--- config.mk ---
export PLATFORM = sky130hd
export DESIGN_NAME = base64_encoder_crc24_linewrap
export DESIGN_NICKNAME = d
export VERILOG_FILES = /design/src/hw/rtl/b64crc_pkg.sv /design/src/hw/rtl/b64crc_serializer.sv /design/src/hw/rtl/base64_encoder_crc24_linewrap.sv
export SDC_FILE = /design/constraint.sdc
export NUM_CORES = 1
export LEC_CHECK = 0
export ABC_CLOCK_PERIOD_IN_PS = 6500
export BUFFER_PORTS_ARGS = -buffer_cell sky130_fd_sc_hd__buf_2
export CAP_MARGIN = 20
export CORE_ASPECT_RATIO = 1.2
export CORE_MARGIN = 3
export CORE_UTILIZATION = 60
export CTS_BUF_LIST = sky130_fd_sc_hd__clkbuf_4 sky130_fd_sc_hd__clkbuf_8
export DETAILED_ROUTE_END_ITERATION = 10
export PLACE_DENSITY = 0.91
export SKIP_CTS_REPAIR_TIMING = 1
export SYNTH_ARGS = -nofsm -noshare
export SYNTH_HDL_FRONTEND = slang
export SYNTH_SLANG_ARGS = --single-unit
export TNS_END_PERCENT = 20
--- constraint.sdc ---
create_clock -name clk -period 6.5 [get_ports clk]
set_input_delay 0.325 -clock clk [delete_from_list [all_inputs] [get_ports clk]]
set_output_delay 0.325 -clock clk [all_outputs]
set_load 0.02 [all_outputs]
--- src/hw/rtl/b64crc_pkg.sv ---
// Shared types, constants and functions for the base64 encoder with CRC-24.
// Used by the top level, the character serializer and the port checker.
package b64crc_pkg;

	localparam logic [23:0] CRC24_INIT = 24'hB704CE;
	localparam logic [23:0] CRC24_POLY = 24'h864CFB;
	localparam logic [7:0]  NL_CHAR    = 8'h0A;

	localparam int unsigned CFG_IDX_W  = 8;

	// Configuration register indexes.
	localparam logic [CFG_IDX_W-1:0] REG_USE_CRC      = 8'd0;
	localparam logic [CFG_IDX_W-1:0] REG_NO_LINEFEEDS = 8'd1;

	// One complete group handed to the serializer.
	typedef struct packed {
		logic [3:0][7:0] chars;
		logic            newline;
		logic [23:0]     crc;
	} grp_t;

	// Map a six-bit code to its character of the standard alphabet.
	function automatic logic [7:0] b64_char(input logic [5:0] s);
		logic [7:0] c;
		if (s < 6'd26) begin
			c = 8'h41 + {2'b00, s};
		end else if (s < 6'd52) begin
			c = 8'h61 + {2'b00, s - 6'd26};
		end else if (s < 6'd62) begin
			c = 8'h30 + {2'b00, s - 6'd52};
		end else if (s == 6'd62) begin
			c = 8'h2B;
		end else begin
			c = 8'h2F;
		end
		return c;
	endfunction

	// One byte of the OpenPGP CRC-24, most significant bit first.
	function automatic logic [23:0] crc24_byte(input logic [23:0] crc, input logic [7:0] b);
		logic [23:0] c;
		c = crc ^ {b, 16'h0000};
		for (int i = 0; i < 8; i++) begin
			if (c[23]) begin
				c = {c[22:0], 1'b0} ^ CRC24_POLY;
			end else begin
				c = {c[22:0], 1'b0};
			end
		end
		return c;
	endfunction

endpackage

--- src/hw/rtl/b64crc_serializer.sv ---
// Holds one finished group and sends its characters out one beat at a time.
// Depends on b64crc_pkg for the group type and the newline code.
module b64crc_serializer (
	input  logic               clk,
	input  logic               arst_n,
	input  logic               load,
	input  b64crc_pkg::grp_t   grp,
	output logic               can_load,
	output logic               out_valid,
	input  logic               out_ready,
	output logic [7:0]         out_char,
	output logic               last_of_run,
	output logic [23:0]        running_crc
);
	import b64crc_pkg::*;

	grp_t       grp_q;
	logic       busy_q;
	logic [2:0] idx_q;
	logic       last;

	assign last = grp_q.newline ? (idx_q == 3'd4) : (idx_q == 3'd3);

	assign out_valid   = busy_q;
	assign out_char    = (idx_q == 3'd4) ? NL_CHAR : grp_q.chars[idx_q[1:0]];
	assign last_of_run = last;
	assign running_crc = grp_q.crc;

	// A new group may enter while the last beat of the current one leaves.
	assign can_load = !busy_q || (out_ready && last);

	always_ff @(posedge clk or negedge arst_n) begin
		if (!arst_n) begin
			busy_q <= 1'b0;
			idx_q  <= 3'd0;
		end else if (load) begin
			busy_q <= 1'b1;
			idx_q  <= 3'd0;
		end else if (busy_q && out_ready) begin
			if (last) begin
				busy_q <= 1'b0;
			end else begin
				idx_q <= idx_q + 3'd1;
			end
		end
	end

	always_ff @(posedge clk) begin
		if (load) begin
			grp_q <= grp;
		end
	end

endmodule

--- src/hw/rtl/base64_encoder_crc24_linewrap.sv ---
// Top level of the base64 encoder with OpenPGP CRC-24 and line wrapping.
// Depends on b64crc_pkg and b64crc_serializer.
//
//  Channel  | Handshake             | Payload
//  ---------+-----------------------+-----------------------------------------
//  input    | in_valid / in_ready   | data_byte
//  output   | out_valid / out_ready | out_char, last_of_run, running_crc
//  config   | cfg_valid / cfg_ready | cfg_index, cfg_data
//
// Each accepted byte updates the held bytes, and the CRC when it is enabled, in the
// cycle it arrives. Every third byte loads four characters, plus a newline at the end
// of a line unless line feeds are off, into the serializer, which sends one character
// per cycle while the output is ready; the output port sets the rate. A completing byte
// waits while the previous group still has characters to send, except in the cycle its
// last one leaves. Reset clears the byte count, the line count and the configuration
// registers, and loads the CRC with its initial value.
module base64_encoder_crc24_linewrap #(
	parameter int unsigned QUADS_PER_LINE = 16
) (
	input  logic                              clk,
	input  logic                              arst_n,
	input  logic                              in_valid,
	output logic                              in_ready,
	input  logic [7:0]                        data_byte,
	output logic                              out_valid,
	input  logic                              out_ready,
	output logic [7:0]                        out_char,
	output logic                              last_of_run,
	output logic [23:0]                       running_crc,
	input  logic                              cfg_valid,
	output logic                              cfg_ready,
	input  logic [b64crc_pkg::CFG_IDX_W-1:0]  cfg_index,
	input  logic                              cfg_data
);
	import b64crc_pkg::*;

	localparam int unsigned QW = (QUADS_PER_LINE > 1) ? $clog2(QUADS_PER_LINE) : 1;
	localparam logic [QW-1:0] QUAD_LAST = QW'(QUADS_PER_LINE - 1);

	logic          use_crc_q;
	logic          no_lf_q;
	logic [7:0]    pend0_q;
	logic [7:0]    pend1_q;
	logic [1:0]    count_q;
	logic [QW-1:0] quads_q;
	logic [23:0]   crc_q;

	logic          accept;
	logic          complete;
	logic          can_load;
	logic          wrap;
	logic [23:0]   crc_next;
	grp_t          grp;

	assign cfg_ready = 1'b1;

	assign complete = (count_q == 2'd2);
	assign in_ready = !complete || can_load;
	assign accept   = in_valid && in_ready;
	assign wrap     = (quads_q == QUAD_LAST);
	assign crc_next = use_crc_q ? crc24_byte(crc_q, data_byte) : crc_q;

	always_comb begin
		grp.chars[0] = b64_char(pend0_q[7:2]);
		grp.chars[1] = b64_char({pend0_q[1:0], pend1_q[7:4]});
		grp.chars[2] = b64_char({pend1_q[3:0], data_byte[7:6]});
		grp.chars[3] = b64_char(data_byte[5:0]);
		grp.newline  = wrap && !no_lf_q;
		grp.crc      = crc_next;
	end

	always_ff @(posedge clk or negedge arst_n) begin
		if (!arst_n) begin
			use_crc_q <= 1'b0;
			no_lf_q   <= 1'b0;
		end else if (cfg_valid) begin
			case (cfg_index)
				REG_USE_CRC:      use_crc_q <= cfg_data;
				REG_NO_LINEFEEDS: no_lf_q   <= cfg_data;
				default:          ;
			endcase
		end
	end

	always_ff @(posedge clk or negedge arst_n) begin
		if (!arst_n) begin
			count_q <= 2'd0;
			quads_q <= '0;
			crc_q   <= CRC24_INIT;
		end else if (accept) begin
			crc_q <= crc_next;
			if (complete) begin
				count_q <= 2'd0;
				quads_q <= wrap ? '0 : quads_q + QW'(1);
			end else begin
				count_q <= count_q + 2'd1;
			end
		end
	end

	always_ff @(posedge clk) begin
		if (accept && count_q == 2'd0) begin
			pend0_q <= data_byte;
		end
		if (accept && count_q == 2'd1) begin
			pend1_q <= data_byte;
		end
	end

	b64crc_serializer u_ser (
		.clk         (clk),
		.arst_n      (arst_n),
		.load        (accept && complete),
		.grp         (grp),
		.can_load    (can_load),
		.out_valid   (out_valid),
		.out_ready   (out_ready),
		.out_char    (out_char),
		.last_of_run (last_of_run),
		.running_crc (running_crc)
	);

endmodule

==> results of run 1 <==
per-layer routing:
layer | vias up | routed length, um | share of wire | global-route usage
li1 | 2160 | - | - | -
met1 | 2257 | 5660 | 0.38 | 0.275
met2 | 205 | 7690 | 0.52 | 0.428
met3 | 39 | 1070 | 0.072 | 0.0529
met4 | 0 | 481 | 0.032 | 0.0981
met5 | - | 0 | 0 | 0
registers in the layout, summed over array words and instances (netlist names):
name	count
count_q	2
crc_q	24
no_lf_q	1
pend0_q	8
pend1_q	8
quads_q	4
u_ser.grp_q	33
u_ser.idx_q	3
u_ser.out_valid	1
u_ser.running_crc	24
use_crc_q	1
worst register-to-register path: stages (launching register included):
cell and delay [ns]:
sky130_fd_sc_hd__dfrtp_1 0.71, sky130_fd_sc_hd__inv_1 0.10, sky130_fd_sc_hd__ha_1 0.22, sky130_fd_sc_hd__and3_1 0.19, sky130_fd_sc_hd__o21ai_0 0.61, sky130_fd_sc_hd__a31o_2 0.69
sky130_fd_sc_hd__mux2_2 0.42
placed cells by master (no fill, tap or decap), types with 2 or more instances in the layout:
cell type,netlist,routed
sky130_fd_sc_hd__or2_2,5,5
sky130_fd_sc_hd__and3b_1,3,3
sky130_fd_sc_hd__nand4_1,2,2
sky130_fd_sc_hd__nor2b_1,8,8
sky130_fd_sc_hd__nand3b_1,6,6
sky130_fd_sc_hd__dfstp_2,12,12
sky130_fd_sc_hd__buf_2,3,56
sky130_fd_sc_hd__xnor2_1,48,48
sky130_fd_sc_hd__a22o_1,2,2
sky130_fd_sc_hd__edfxtp_1,73,73
sky130_fd_sc_hd__clkinv_1,0,2
sky130_fd_sc_hd__clkbuf_8,0,9
sky130_fd_sc_hd__xnor2_2,5,5
sky130_fd_sc_hd__xnor3_1,3,3
sky130_fd_sc_hd__a21o_1,6,6
sky130_fd_sc_hd__nand3_1,11,11
sky130_fd_sc_hd__mux2_2,37,37
sky130_fd_sc_hd__xnor2_4,3,3
sky130_fd_sc_hd__mux2i_1,3,3
sky130_fd_sc_hd__buf_4,26,4
sky130_fd_sc_hd__inv_1,21,21
sky130_fd_sc_hd__xor2_1,40,40
sky130_fd_sc_hd__nand2_1,48,48
sky130_fd_sc_hd__a211o_1,4,4
sky130_fd_sc_hd__a21oi_1,35,34
sky130_fd_sc_hd__o21ai_0,31,31
sky130_fd_sc_hd__ha_1,44,44
sky130_fd_sc_hd__a221oi_1,3,3
sky130_fd_sc_hd__mux4_2,8,8
sky130_fd_sc_hd__and3_1,3,3
sky130_fd_sc_hd__nor2_1,30,30
sky130_fd_sc_hd__a211oi_1,5,5
sky130_fd_sc_hd__a31oi_1,3,3
sky130_fd_sc_hd__bufinv_16,0,2
sky130_fd_sc_hd__dfrtp_1,24,24
sky130_fd_sc_hd__nor3b_1,5,5
sky130_fd_sc_hd__nor3_1,8,8
sky130_fd_sc_hd__a311oi_1,4,4
per-stage QoR:
stage          worst slack, ns  utilization  std cells  total power, mW  instance area [sq um]
5_1_grt                   3.20        0.662        787             3.62                   7410
2_1_floorplan             1.51            -        605             2.52                   6940
3_3_place_gp              3.35        0.640        770             2.81                   7160
3_5_place_dp              3.15        0.640        770             2.91                   7160
6_report                  3.46        0.662        787             3.42                   7410
4_1_cts                   3.10        0.659        786             3.40                   7380
layout make-up:
class	instances	area, sq um
Tap cell	154	193
Timing Repair Buffer	61	338
Inverter	21	78.8
Multi-Input combinational cell	426	3470
Sequential cell	109	3110
Fill cell	767	3780
Clock inverter	6	85.1
Clock buffer	10	131
worst max-delay path by stage:
| stage | end | start | depth (start not counted) |
|---|---|---|---|
| 2_1_floorplan | quads_q[0] | u_ser.idx_q[0] | 7 |
| 3_3_place_gp | u_ser.grp_q[29] | u_ser.idx_q[0] | 6 |
| 3_5_place_dp | u_ser.grp_q[25] | u_ser.idx_q[0] | 6 |
| 4_1_cts | u_ser.grp_q[47] | u_ser.idx_q[0] | 6 |
| 5_1_grt | u_ser.grp_q[47] | u_ser.idx_q[0] | 7 |
| 6_report | crc_q[8] | u_ser.idx_q[0] | 6 |
logic make-up (layout without fill, tap and decap cells):
logic type               count (synthesis)  in the layout  share of synthesized area
AO/OA/AOI/OAI                           99             99                     0.0856
XOR/XNOR                               101            101                      0.151
adder cells (fa/ha/maj)                 44             44                     0.0793
buffers and inverters                   70             98                     0.0535
flip-flops                             109            109                      0.448
multiplexers                            48             48                     0.0903
other                                    1              1                   0.000540
AND/OR/NAND/NOR                        133            133                     0.0917
power breakdown:
group,switching (mW),internal [mW]
sequential,0.181,0.972
combinational,0.988,0.830
clock,0.227,0.221
==> metrics.sh, run 1 <==
FF2FF_SETUP_SLACK_NS=3.46
CRITICAL_PATH.REG2REG.STARTPOINT='u_ser.idx_q[0]'
WORSTREG2REGEND='crc_q[8]'
SYNTHDOMINANTCELLAREASHARE=0.316
TIMING.MAX_SLEW.REL_SLACK=0.425
RSZ0062_AT_GRT='false'
TRANSITION_AT_THE_PIN_WITH_THE_SMALLEST_MAX_TRANSITION_SLACK_NS=0.862
DIE_H_UM=124
VIAS_PER_CELL=5.92
CRIT_PATH_CELL_TRACE='inv_1 > ha_1 > and3_1 > o21ai_0 > a31o_2 > mux2_2'
DIE_W_UM=104
CRITPATHBUFINV=1
NETLIST_TOP_CELLS_AREA='sky130_fd_sc_hd__edfxtp_1 32%, sky130_fd_sc_hd__dfrtp_1 8.7%, sky130_fd_sc_hd__ha_1 7.9%, sky130_fd_sc_hd__xnor2_1 6.1%, sky130_fd_sc_hd__mux2_2 6.0%'
SYNTH_ENABLE_FLOP_CELLS=73
REG2REG_DEPTH=6
TOP_CELLS_BY_INSTANCE_COUNT_AFTER_SYNTHESIS='73 x sky130_fd_sc_hd__edfxtp_1, 48 x sky130_fd_sc_hd__nand2_1, 48 x sky130_fd_sc_hd__xnor2_1'
YOSYSWARNINGCOUNT=0
TIMING_WORST_SETUP_PATH_TYPE='flip-flop to flip-flop'
DRV.MAX_CAP_VIOLATION_COUNT=0
POST_SYNTH_INST_COUNT=605
TRITONCTS_CLOCK_TREE='built'
POST_SYNTH.CELL_AREA_AVG_SQ_UM=11.5
FINALSETUPTNS_NS=0
CLOCK_BUFFER_COUNT_FROM_CTS=9
AREA_GROWTH_PCT=6.70
SYNTH_MOST_COMMON_CELL='sky130_fd_sc_hd__edfxtp_1'
FINAL-SETUP-VIOL-COUNT=0
TIMING.HOLD.WS_NS=0.0412
DETAILEDROUTE.FIRSTPASSITERATIONCOUNT=7
POSTSYNTHREGISTERBITS=109
FLOORPLAN.INITIALDENSITY=0.620
RESULT_OF_THE_RUN='complete, no violations'
CLOCK-ROOT-BUFFER='sky130_fd_sc_hd__clkbuf_8'
CRITICAL_PATH_S_SLOWEST_CELL='sky130_fd_sc_hd__dfrtp_1'
FIN_WORST_SKEW_NS=0.0116
SYNTH.NET_COUNT=671
FINALHOLDVIOLCOUNT=0
SYNTH_TOP_CELL_BY_AREA='sky130_fd_sc_hd__edfxtp_1'
DETAIL-ROUTE-ANTENNA-NETS=0
CRITPATHCAPTURETYPE='flip-flop'
BOUNDARYPINS=58
CRIT_REQUIRED_NS=6.78
CLK_PIN_SLEW_WORST_PATHS_NS=0.11
ANTENNA_CELLS=0
MAX_STAGE_DELAY_NS=0.71
NETLIST-CELL-TYPE-COUNT=50
GRT.TOTAL_USAGE=0.237
FIN_NETS=694
POWER_DENSITY_nW_PER_UM2=461
MIN_DELAY_WORST_TYPE='input port to async pin'
DESIGN.CORE.AREA_SQ_UM=11200
POWER.STATIC_LEAKAGE_nW=3.05
FP-ROW-COUNT=42
PLACE.PORT_BUFFERS=56
PERIOD_SHARE=0.468
LAYOUT-DRIVE-GT1-SHARE=0.235
WL_UM=14900
WORST_EP_ARRIVAL_TIME_NS=3.32
ASYNC_RESET_FF_FRAC=0.330
DOMINANTREGCELLSYNTH='sky130_fd_sc_hd__edfxtp_1'
ANTENNA_FOUND_INITIAL=0
GRT_FIRST_PASS_WIRELENGTH_UM=23800
CRITICAL-PATH-TOP-DELAY-FAMILY='compound AO/OA/AOI/OAI gates'
ROUTE.DETAILED.WL_PER_INST_UM=18.9
TIMING.FINAL.MAX_SLEW_VIOLATIONS=0
GRT_MAX_DEGREE=39
CP_MAX_FO=27
SYNTH_SEQUENTIAL_AREA_RATIO=0.448
VIAS=4661
WORST_SETUP_PATH_START_KIND='flip-flop'
H-TREE-DEPTH=3
MAX_CLOCK_FREQ_MHz=329
GP_CONGESTION=0.961
IRDROPWORSTVDD_mV=0.454
CLOCKBUFFERDEPTH=2
SYNTH_AREA_SQ_UM=6940
CTS.SINKS=109
GRT_OVERFLOW_TOTAL=0
DRCVIOLATIONCOUNT=0
PLACE.DETAILED.HPWL_UM=10500
GRT_PASS1_VIAS=4637
FIRST_ITER_VIOLATIONS=286
CLOCK_LATENCY_NS=0.38
DIEAREA_SQ_UM=12900
FINAL.MIN_CLOCK_PERIOD_NS=3.04
Power figures use the tool's default switching activity.
==> run 2: changes to the inputs <==
Settings changed: ABC_CLOCK_PERIOD_IN_PS 6500 to 2500, CORE_UTILIZATION 60 to 56, PLACE_DENSITY 0.91 to 0.89.
Clock period 6.5 ns to 2.5 ns, I/O delays scaled along.
==> metrics.sh, run 2 (synthesis results as in run 1) <==
WORSTREG2REGEND='u_ser.running_crc[14]'
WORST_SLACK_NS=0.150  # -3.31 ns
FILLERINSTANCES=860  # +12%
POWER_DENSITY_nW_PER_UM2=1160  # +150%
POWER.STATIC_LEAKAGE_nW=3.13  # +2.5%
MAX_STAGE_DELAY_NS=0.59  # -0.12 ns
LARGEST_REGISTER='u_ser.grp_q'
POST_LAYOUT_CELL_COUNT=806  # +2.4%
DETAILEDROUTE.FIRSTPASSITERATIONCOUNT=5  # -2
BOUNDARYPINS=58  # unchanged
PLACE.DETAILED.HPWL_UM=10700  # +1.4%
ANTENNA_FOUND_INITIAL=0  # unchanged
FIN_WORST_SKEW_NS=0.0126  # +0.000991 ns
PRE_CTS_WS_NS=0.165  # -2.99 ns
MOST_USED_ROUTING_LAYER='met2'
DIEAREA_SQ_UM=13800  # +6.8%
HOLDPATHSTAGES=3
DRCVIOLATIONCOUNT=0  # unchanged
CLOCKBUFFERDEPTH=2  # unchanged
FINAL-SETUP-VIOL-COUNT=0  # unchanged
MOST-COMMON-LAYOUT-CELLS='73 x sky130_fd_sc_hd__edfxtp_1, 56 x sky130_fd_sc_hd__buf_2, 48 x sky130_fd_sc_hd__nand2_1, 48 x sky130_fd_sc_hd__xnor2_1, 43 x sky130_fd_sc_hd__ha_1'
GRT_PASS1_VIAS=4634  # -0.065%
CRITPATHCAPTURETYPE='flip-flop'
CLOCKPOWERSHARE=0.126  # -0.005
CLOCK_LATENCY_NS=0.38  # about the same
MAX_CLOCK_FREQ_MHz=426  # +30%
FINALHOLDVIOLCOUNT=0  # unchanged
FP-ROW-COUNT=43  # +2.4%
FIN_NETS=710  # +2.3%
GRT.TOTAL_USAGE=0.211  # -0.0259
CRITICAL-PATH-TOP-CELL-BY-COUNT='sky130_fd_sc_hd__xor2_1'
GRT_MAX_DEGREE=42  # +7.7%
WL_UM=14300  # -4.0%
CLOCK-ROOT-BUFFER='sky130_fd_sc_hd__clkbuf_8'
IRDROPWORSTVDD_mV=1.03  # +130%
USE_MET3=0.0327  # -0.0201
ANTENNA_CELLS=0  # unchanged
SEQUENTIALPOWERSHARE=0.333  # -0.004
FINALINSTANCEAREA_SQ_UM=7560  # +2.1%
RSZ0062_AT_GRT='false'
PERIOD_SHARE=0.940  # +0.472
WORSTHOLDSTART='cfg_index[0]'
TIMING.MAX_SLEW.REL_SLACK=0.452  # +0.0266
TIMING.FINAL.MAX_SLEW_VIOLATIONS=0  # unchanged
DESIGN.CORE.AREA_SQ_UM=11800  # +5.7%
GR-USAGE-MET1=0.256  # -0.0188
CLOCK_BUFFER_COUNT_FROM_CTS=9  # unchanged
CRITICAL_PATH.REG2REG.STARTPOINT='crc_q[17]'
CRIT_PATH_CELL_TRACE='xnor2_2 > xor2_1 > xnor3_1 > xor2_1 > mux2_2'
POST-PLACE-CELLS=788  # +2.3%
DRV.MAX_CAP_VIOLATION_COUNT=0  # unchanged
DIE_W_UM=108  # +3.3%
CRITICAL_PATH_S_SLOWEST_CELL='sky130_fd_sc_hd__dfstp_2'
H-TREE-DEPTH=3  # unchanged
RESULT_OF_THE_RUN='complete, no violations'
MAX_FFS_PER_REGISTER=33  # unchanged
DESIGN_POWER_TOTAL_mW=8.79  # +160%
POST_DP_CELL_AREA_SQ_UM=7330  # +2.3%
GRT_OVERFLOW_TOTAL=0  # unchanged
VIAS_PER_CELL=5.74  # -3.1%
FIRST_ITER_VIOLATIONS=414  # +45%
TIMING_WORST_SETUP_PATH_TYPE='flip-flop to flip-flop'
VIAS=4624  # -0.79%
WORST_EP_ARRIVAL_TIME_NS=2.49  # -0.83 ns
DIE_H_UM=128  # +3.3%
POWER.SWITCHING_mW=3.54  # +150%
FLOORPLAN.INITIALDENSITY=0.587  # -0.0337
COMB_POWER_SHARE=0.541  # +0.009
PLACE.PORT_BUFFERS=56  # unchanged
AREA_GROWTH_PCT=8.92
CRIT_REQUIRED_NS=2.64  # -4.14 ns
FINAL.MIN_CLOCK_PERIOD_NS=2.35  # -0.694 ns
DETAIL-ROUTE-ANTENNA-NETS=0  # unchanged
REG2REG_DEPTH=5  # -1
ROUTE.DETAILED.WL_PER_INST_UM=17.7  # -6.3%
WORST_SETUP_PATH_START_KIND='flip-flop'
TRANSITION_AT_THE_PIN_WITH_THE_SMALLEST_MAX_TRANSITION_SLACK_NS=0.822  # -0.0399 ns
FINALSETUPTNS_NS=0  # unchanged
FF2FF_SETUP_SLACK_NS=0.15  # -3.31 ns
TIMING.HOLD.WS_NS=0.0841  # +0.0429 ns
CTS.SINKS=109  # unchanged
TRITONCTS_CLOCK_TREE='built'
GP_CONGESTION=0.899  # -6.5%
MIN_DELAY_WORST_TYPE='input port to flip-flop'
USE_MET2=0.374  # -0.0540
SWITCHING_SHARE=0.403  # -0.00562
FINISH.UTILIZATION=0.639  # -0.0230
LAYOUT-DRIVE-GT1-SHARE=0.262  # +0.0266
CP_MAX_FO=5  # -81%
CLK_PIN_SLEW_WORST_PATHS_NS=0.11  # about the same
MIN_DELAY_WORST_ENDPOINT='no_lf_q'
LAYOUT_COMMONEST_CELL='sky130_fd_sc_hd__edfxtp_1'
INTERNAL_POWER_mW=5.25  # +160%
GRT_FIRST_PASS_WIRELENGTH_UM=22800  # -4.3%
## run 2: layer usage
layer  part of all wire  wire length (um)  vias up
met1               0.40              5690     2261
met4              0.026               372        0
li1                   -                 -     2194
met3              0.045               650       30
met5                  0                 0        -
met2               0.53              7590      139
## run 2: layout make-up
class / count / area, sq um / share of cell area
flip-flops and latches: 109 / 3110 / 0.411
multi-input cells: 426 / 3510 / 0.464
repair buffers: 77 / 455 / 0.0602
well taps: 157 / 196 / 0.0260
clock buffers: 10 / 131 / 0.0174
clock inverters: 6 / 78.8 / 0.0104
inverters: 21 / 81.3 / 0.0108
## run 2: worst max-delay path by stage
stage,from,to,slack [ns]
6_report,crc_q[17],u_ser.running_crc[14],0.15
5_1_grt,crc_q[17],u_ser.running_crc[14],0.11
4_1_cts,crc_q[17],u_ser.running_crc[14],0.15
3_5_place_dp,crc_q[21],u_ser.running_crc[14],0.17
3_3_place_gp,crc_q[21],u_ser.running_crc[23],0.27
2_1_floorplan,u_ser.idx_q[0],quads_q[3],-0.11
## run 2: power groups by stage
stage | Clock, mW | Combinational [mW] | Sequential, mW
after floorplan | 0 | 3.81 | 2.83
after global placement | 0 | 4.53 | 2.91
after detailed placement | 0 | 4.71 | 2.96
after CTS | 1.13 | 4.77 | 2.92
after global routing | 1.18 | 5.18 | 2.98
final | 1.11 | 4.76 | 2.93
## run 2: worst max-delay path, delay by kind of cell, from the launching register on
family | cells | cell delay, ns
xor+xnor | 4 | 1.23
flops | 1 | 0.59
mux | 1 | 0.28
==> run 3: changes to the inputs <==
Settings changed: ABC_CLOCK_PERIOD_IN_PS 2500 to 2100, CORE_UTILIZATION 56 to 55, CTS_BUF_LIST sky130_fd_sc_hd__clkbuf_4 sky130_fd_sc_hd__clkbuf_8 to sky130_fd_sc_hd__clkbuf_8 sky130_fd_sc_hd__clkbuf_16, PLACE_DENSITY 0.89 to 0.88.
Clock period 2.5 ns to 2.1 ns, I/O delays scaled along.
==> metrics.sh, run 3 (synthesis results as in run 1) <==
IRDROPWORSTVDD_mV=1.51  # +47%
CLOCKPOWERSHARE=0.133  # +0.007
DIE_H_UM=129  # +0.86%
ANTENNA_CELLS=0  # unchanged
RSZ0062_AT_GRT='true'
CLOCK-ROOT-BUFFER='sky130_fd_sc_hd__clkbuf_16'
VIAS=4875  # +5.4%
PLACE.PORT_BUFFERS=56  # unchanged
MAX_STAGE_DELAY_NS=0.59  # about the same
SWITCHING_SHARE=0.398  # -0.00458
FINALINSTANCEAREA_SQ_UM=8030  # +6.2%
FIN_WORST_SKEW_NS=0.00878  # -0.00383 ns
POWER_DENSITY_nW_PER_UM2=1490  # +28%
RESULT_OF_THE_RUN='finished with violations'
FAILED_CHECKS='negative setup slack'
MIN_DELAY_WORST_TYPE='input port to flip-flop'
GRT_OVERFLOW_TOTAL=0  # unchanged
FIRST_ITER_VIOLATIONS=348  # -16%
MAX_CLOCK_FREQ_MHz=449  # +5.6%
CRITPATHCAPTURETYPE='flip-flop'
GRT_MAX_DEGREE=42  # unchanged
CRITPATHBUFINV=0  # unchanged
FILLERINSTANCES=864  # +0.47%
CLOCKBUFFERDEPTH=2  # unchanged
DRV.MAX_CAP_VIOLATION_COUNT=0  # unchanged
H-TREE-DEPTH=3  # unchanged
TRITONCTS_CLOCK_TREE='built'
CRIT_PATH_CELL_TRACE='xnor2_4 > xnor3_1 > xnor3_2 > xor2_1 > mux2_2'
ROUTE.DETAILED.WL_PER_INST_UM=19.2  # +8.1%
GRT_FIRST_PASS_WIRELENGTH_UM=24700  # +8.5%
FINAL-SETUP-VIOL-COUNT=6  # +6
FINISH.UTILIZATION=0.657  # +0.0184
MOST-COMMON-LAYOUT-CELLS='73 x sky130_fd_sc_hd__edfxtp_1, 56 x sky130_fd_sc_hd__buf_2, 52 x sky130_fd_sc_hd__buf_4'
TIMING_WORST_SETUP_PATH_TYPE='flip-flop to flip-flop'
ANTENNA_FOUND_INITIAL=0  # unchanged
CLK_PIN_SLEW_WORST_PATHS_NS=0.07  # -0.04 ns
BOUNDARYPINS=58  # unchanged
POWER.SWITCHING_mW=4.76  # +34%
CLOCK_LATENCY_NS=0.35  # -0.03 ns
TIMING.FINAL.MAX_SLEW_VIOLATIONS=0  # unchanged
POST_DP_CELL_AREA_SQ_UM=7560  # +3.1%
INTERNAL_POWER_mW=7.19  # +37%
CRITICAL-PATH-TOP-DELAY-FAMILY='XOR/XNOR gates'
WORST_EP_ARRIVAL_TIME_NS=2.33  # -0.16 ns
CRIT_REQUIRED_NS=2.21  # -0.43 ns
FLOORPLAN.INITIALDENSITY=0.568  # -0.0185
DETAIL-ROUTE-ANTENNA-NETS=0  # unchanged
PRE_CTS_WS_NS=-0.103  # -0.269 ns
VIAS_PER_CELL=5.77  # +0.56%
FINALHOLDVIOLCOUNT=0  # unchanged
DIE_W_UM=109  # +0.85%
DESIGN.CORE.AREA_SQ_UM=12200  # +3.3%
CP_MAX_FO=6  # +1
GRT_PASS1_VIAS=4799  # +3.6%
SEQUENTIALPOWERSHARE=0.292  # -0.041
CLOCK_BUFFER_COUNT_FROM_CTS=9  # unchanged
LAYOUT-DRIVE-GT1-SHARE=0.325  # +0.0626
PERIOD_SHARE=1.06  # +0.120
WL_UM=16200  # +13%
LARGEST_REGISTER='u_ser.grp_q'
PLACE.DETAILED.HPWL_UM=11600  # +8.4%
POWER.STATIC_LEAKAGE_nW=3.37  # +7.8%
CTS.SINKS=109  # unchanged
TRANSITION_AT_THE_PIN_WITH_THE_SMALLEST_MAX_TRANSITION_SLACK_NS=0.838  # +0.0153 ns
FP-ROW-COUNT=44  # +2.3%
COMB_POWER_SHARE=0.575  # +0.034
DESIGN_POWER_TOTAL_mW=12.0  # +36%
DIEAREA_SQ_UM=14000  # +1.7%
GRT.TOTAL_USAGE=0.228  # +0.0169
CRITICAL_PATH_S_SLOWEST_CELL='sky130_fd_sc_hd__dfstp_2'
GP_CONGESTION=0.921  # +2.4%
WORST_SETUP_PATH_START_KIND='flip-flop'
DRCVIOLATIONCOUNT=0  # unchanged
DETAILEDROUTE.FIRSTPASSITERATIONCOUNT=5  # unchanged
TIMING.MAX_SLEW.REL_SLACK=0.442  # -0.0102
FINAL.MIN_CLOCK_PERIOD_NS=2.23  # -0.124 ns
WORST_SLACK_NS=-0.126  # -0.276 ns
LAYOUT_COMMONEST_CELL='sky130_fd_sc_hd__edfxtp_1'
AREA_GROWTH_PCT=15.7
FIN_NETS=745  # +4.9%
MAX_FFS_PER_REGISTER=33  # unchanged
==> run 3: per-layer routing <==
metal,vias to the layer above,global-route usage,part of all wire
met2,190,0.406,0.54
li1,2256,-,-
met4,0,0.0929,0.035
met5,-,0,0
met1,2391,0.265,0.38
met3,38,0.0488,0.049
==> run 3: worst paths after layout <==
check	cells past startpoint	slack, ns	startpoint	endpoint
max	5	-0.13	crc_q[23]	u_ser.running_crc[17]
min	2	0.007	cfg_data	no_lf_q
max reg2reg	5	-0.13	crc_q[23]	u_ser.running_crc[17]
min reg2reg	2	0.53	crc_q[1]	crc_q[1]
max in group asynchronous	2	1.19	arst_n	no_lf_q
min in group asynchronous	2	0.39	arst_n	crc_q[8]
==> run 3: worst register-to-register path, cell delays in order, from the launching register on <==
cell and delay (ns):
sky130_fd_sc_hd__dfstp_2 0.59, sky130_fd_sc_hd__xnor2_4 0.18, sky130_fd_sc_hd__xnor3_1 0.38, sky130_fd_sc_hd__xnor3_2 0.31
sky130_fd_sc_hd__xor2_1 0.21, sky130_fd_sc_hd__mux2_2 0.30
==> run 3: stage by stage <==
step           std cells  TNS (ns)  hold WS, ns
6_report             845    -0.314      0.00742
5_1_grt              845    -0.929       0.0161
4_1_cts              834    -0.393       -0.126
3_5_place_dp         818    -0.339        0.251
3_3_place_gp         818   -0.0805        0.237
2_1_floorplan        605    -25.42       -0.191
==> run 3: area by class of cell <==
class	count	area, sq um	share of cell area
Multi-Input combinational cell	426	3630	0.452
Sequential cell	109	3110	0.387
Timing Repair Buffer	112	741	0.0922
Clock buffer	9	225	0.0280
Tap cell	161	201	0.0251
Inverter	21	81.3	0.0101
Clock inverter	7	47.5	0.00592
==> run 3: power groups by stage <==
stage	Clock [mW]	Combinational (mW)	Sequential (mW)
6_report	1.59	6.87	3.49
5_1_grt	1.68	7.42	3.55
4_1_cts	1.61	6.22	3.46
3_5_place_dp	0	6.15	3.50
3_3_place_gp	0	5.80	3.45
2_1_floorplan	0	4.53	3.37
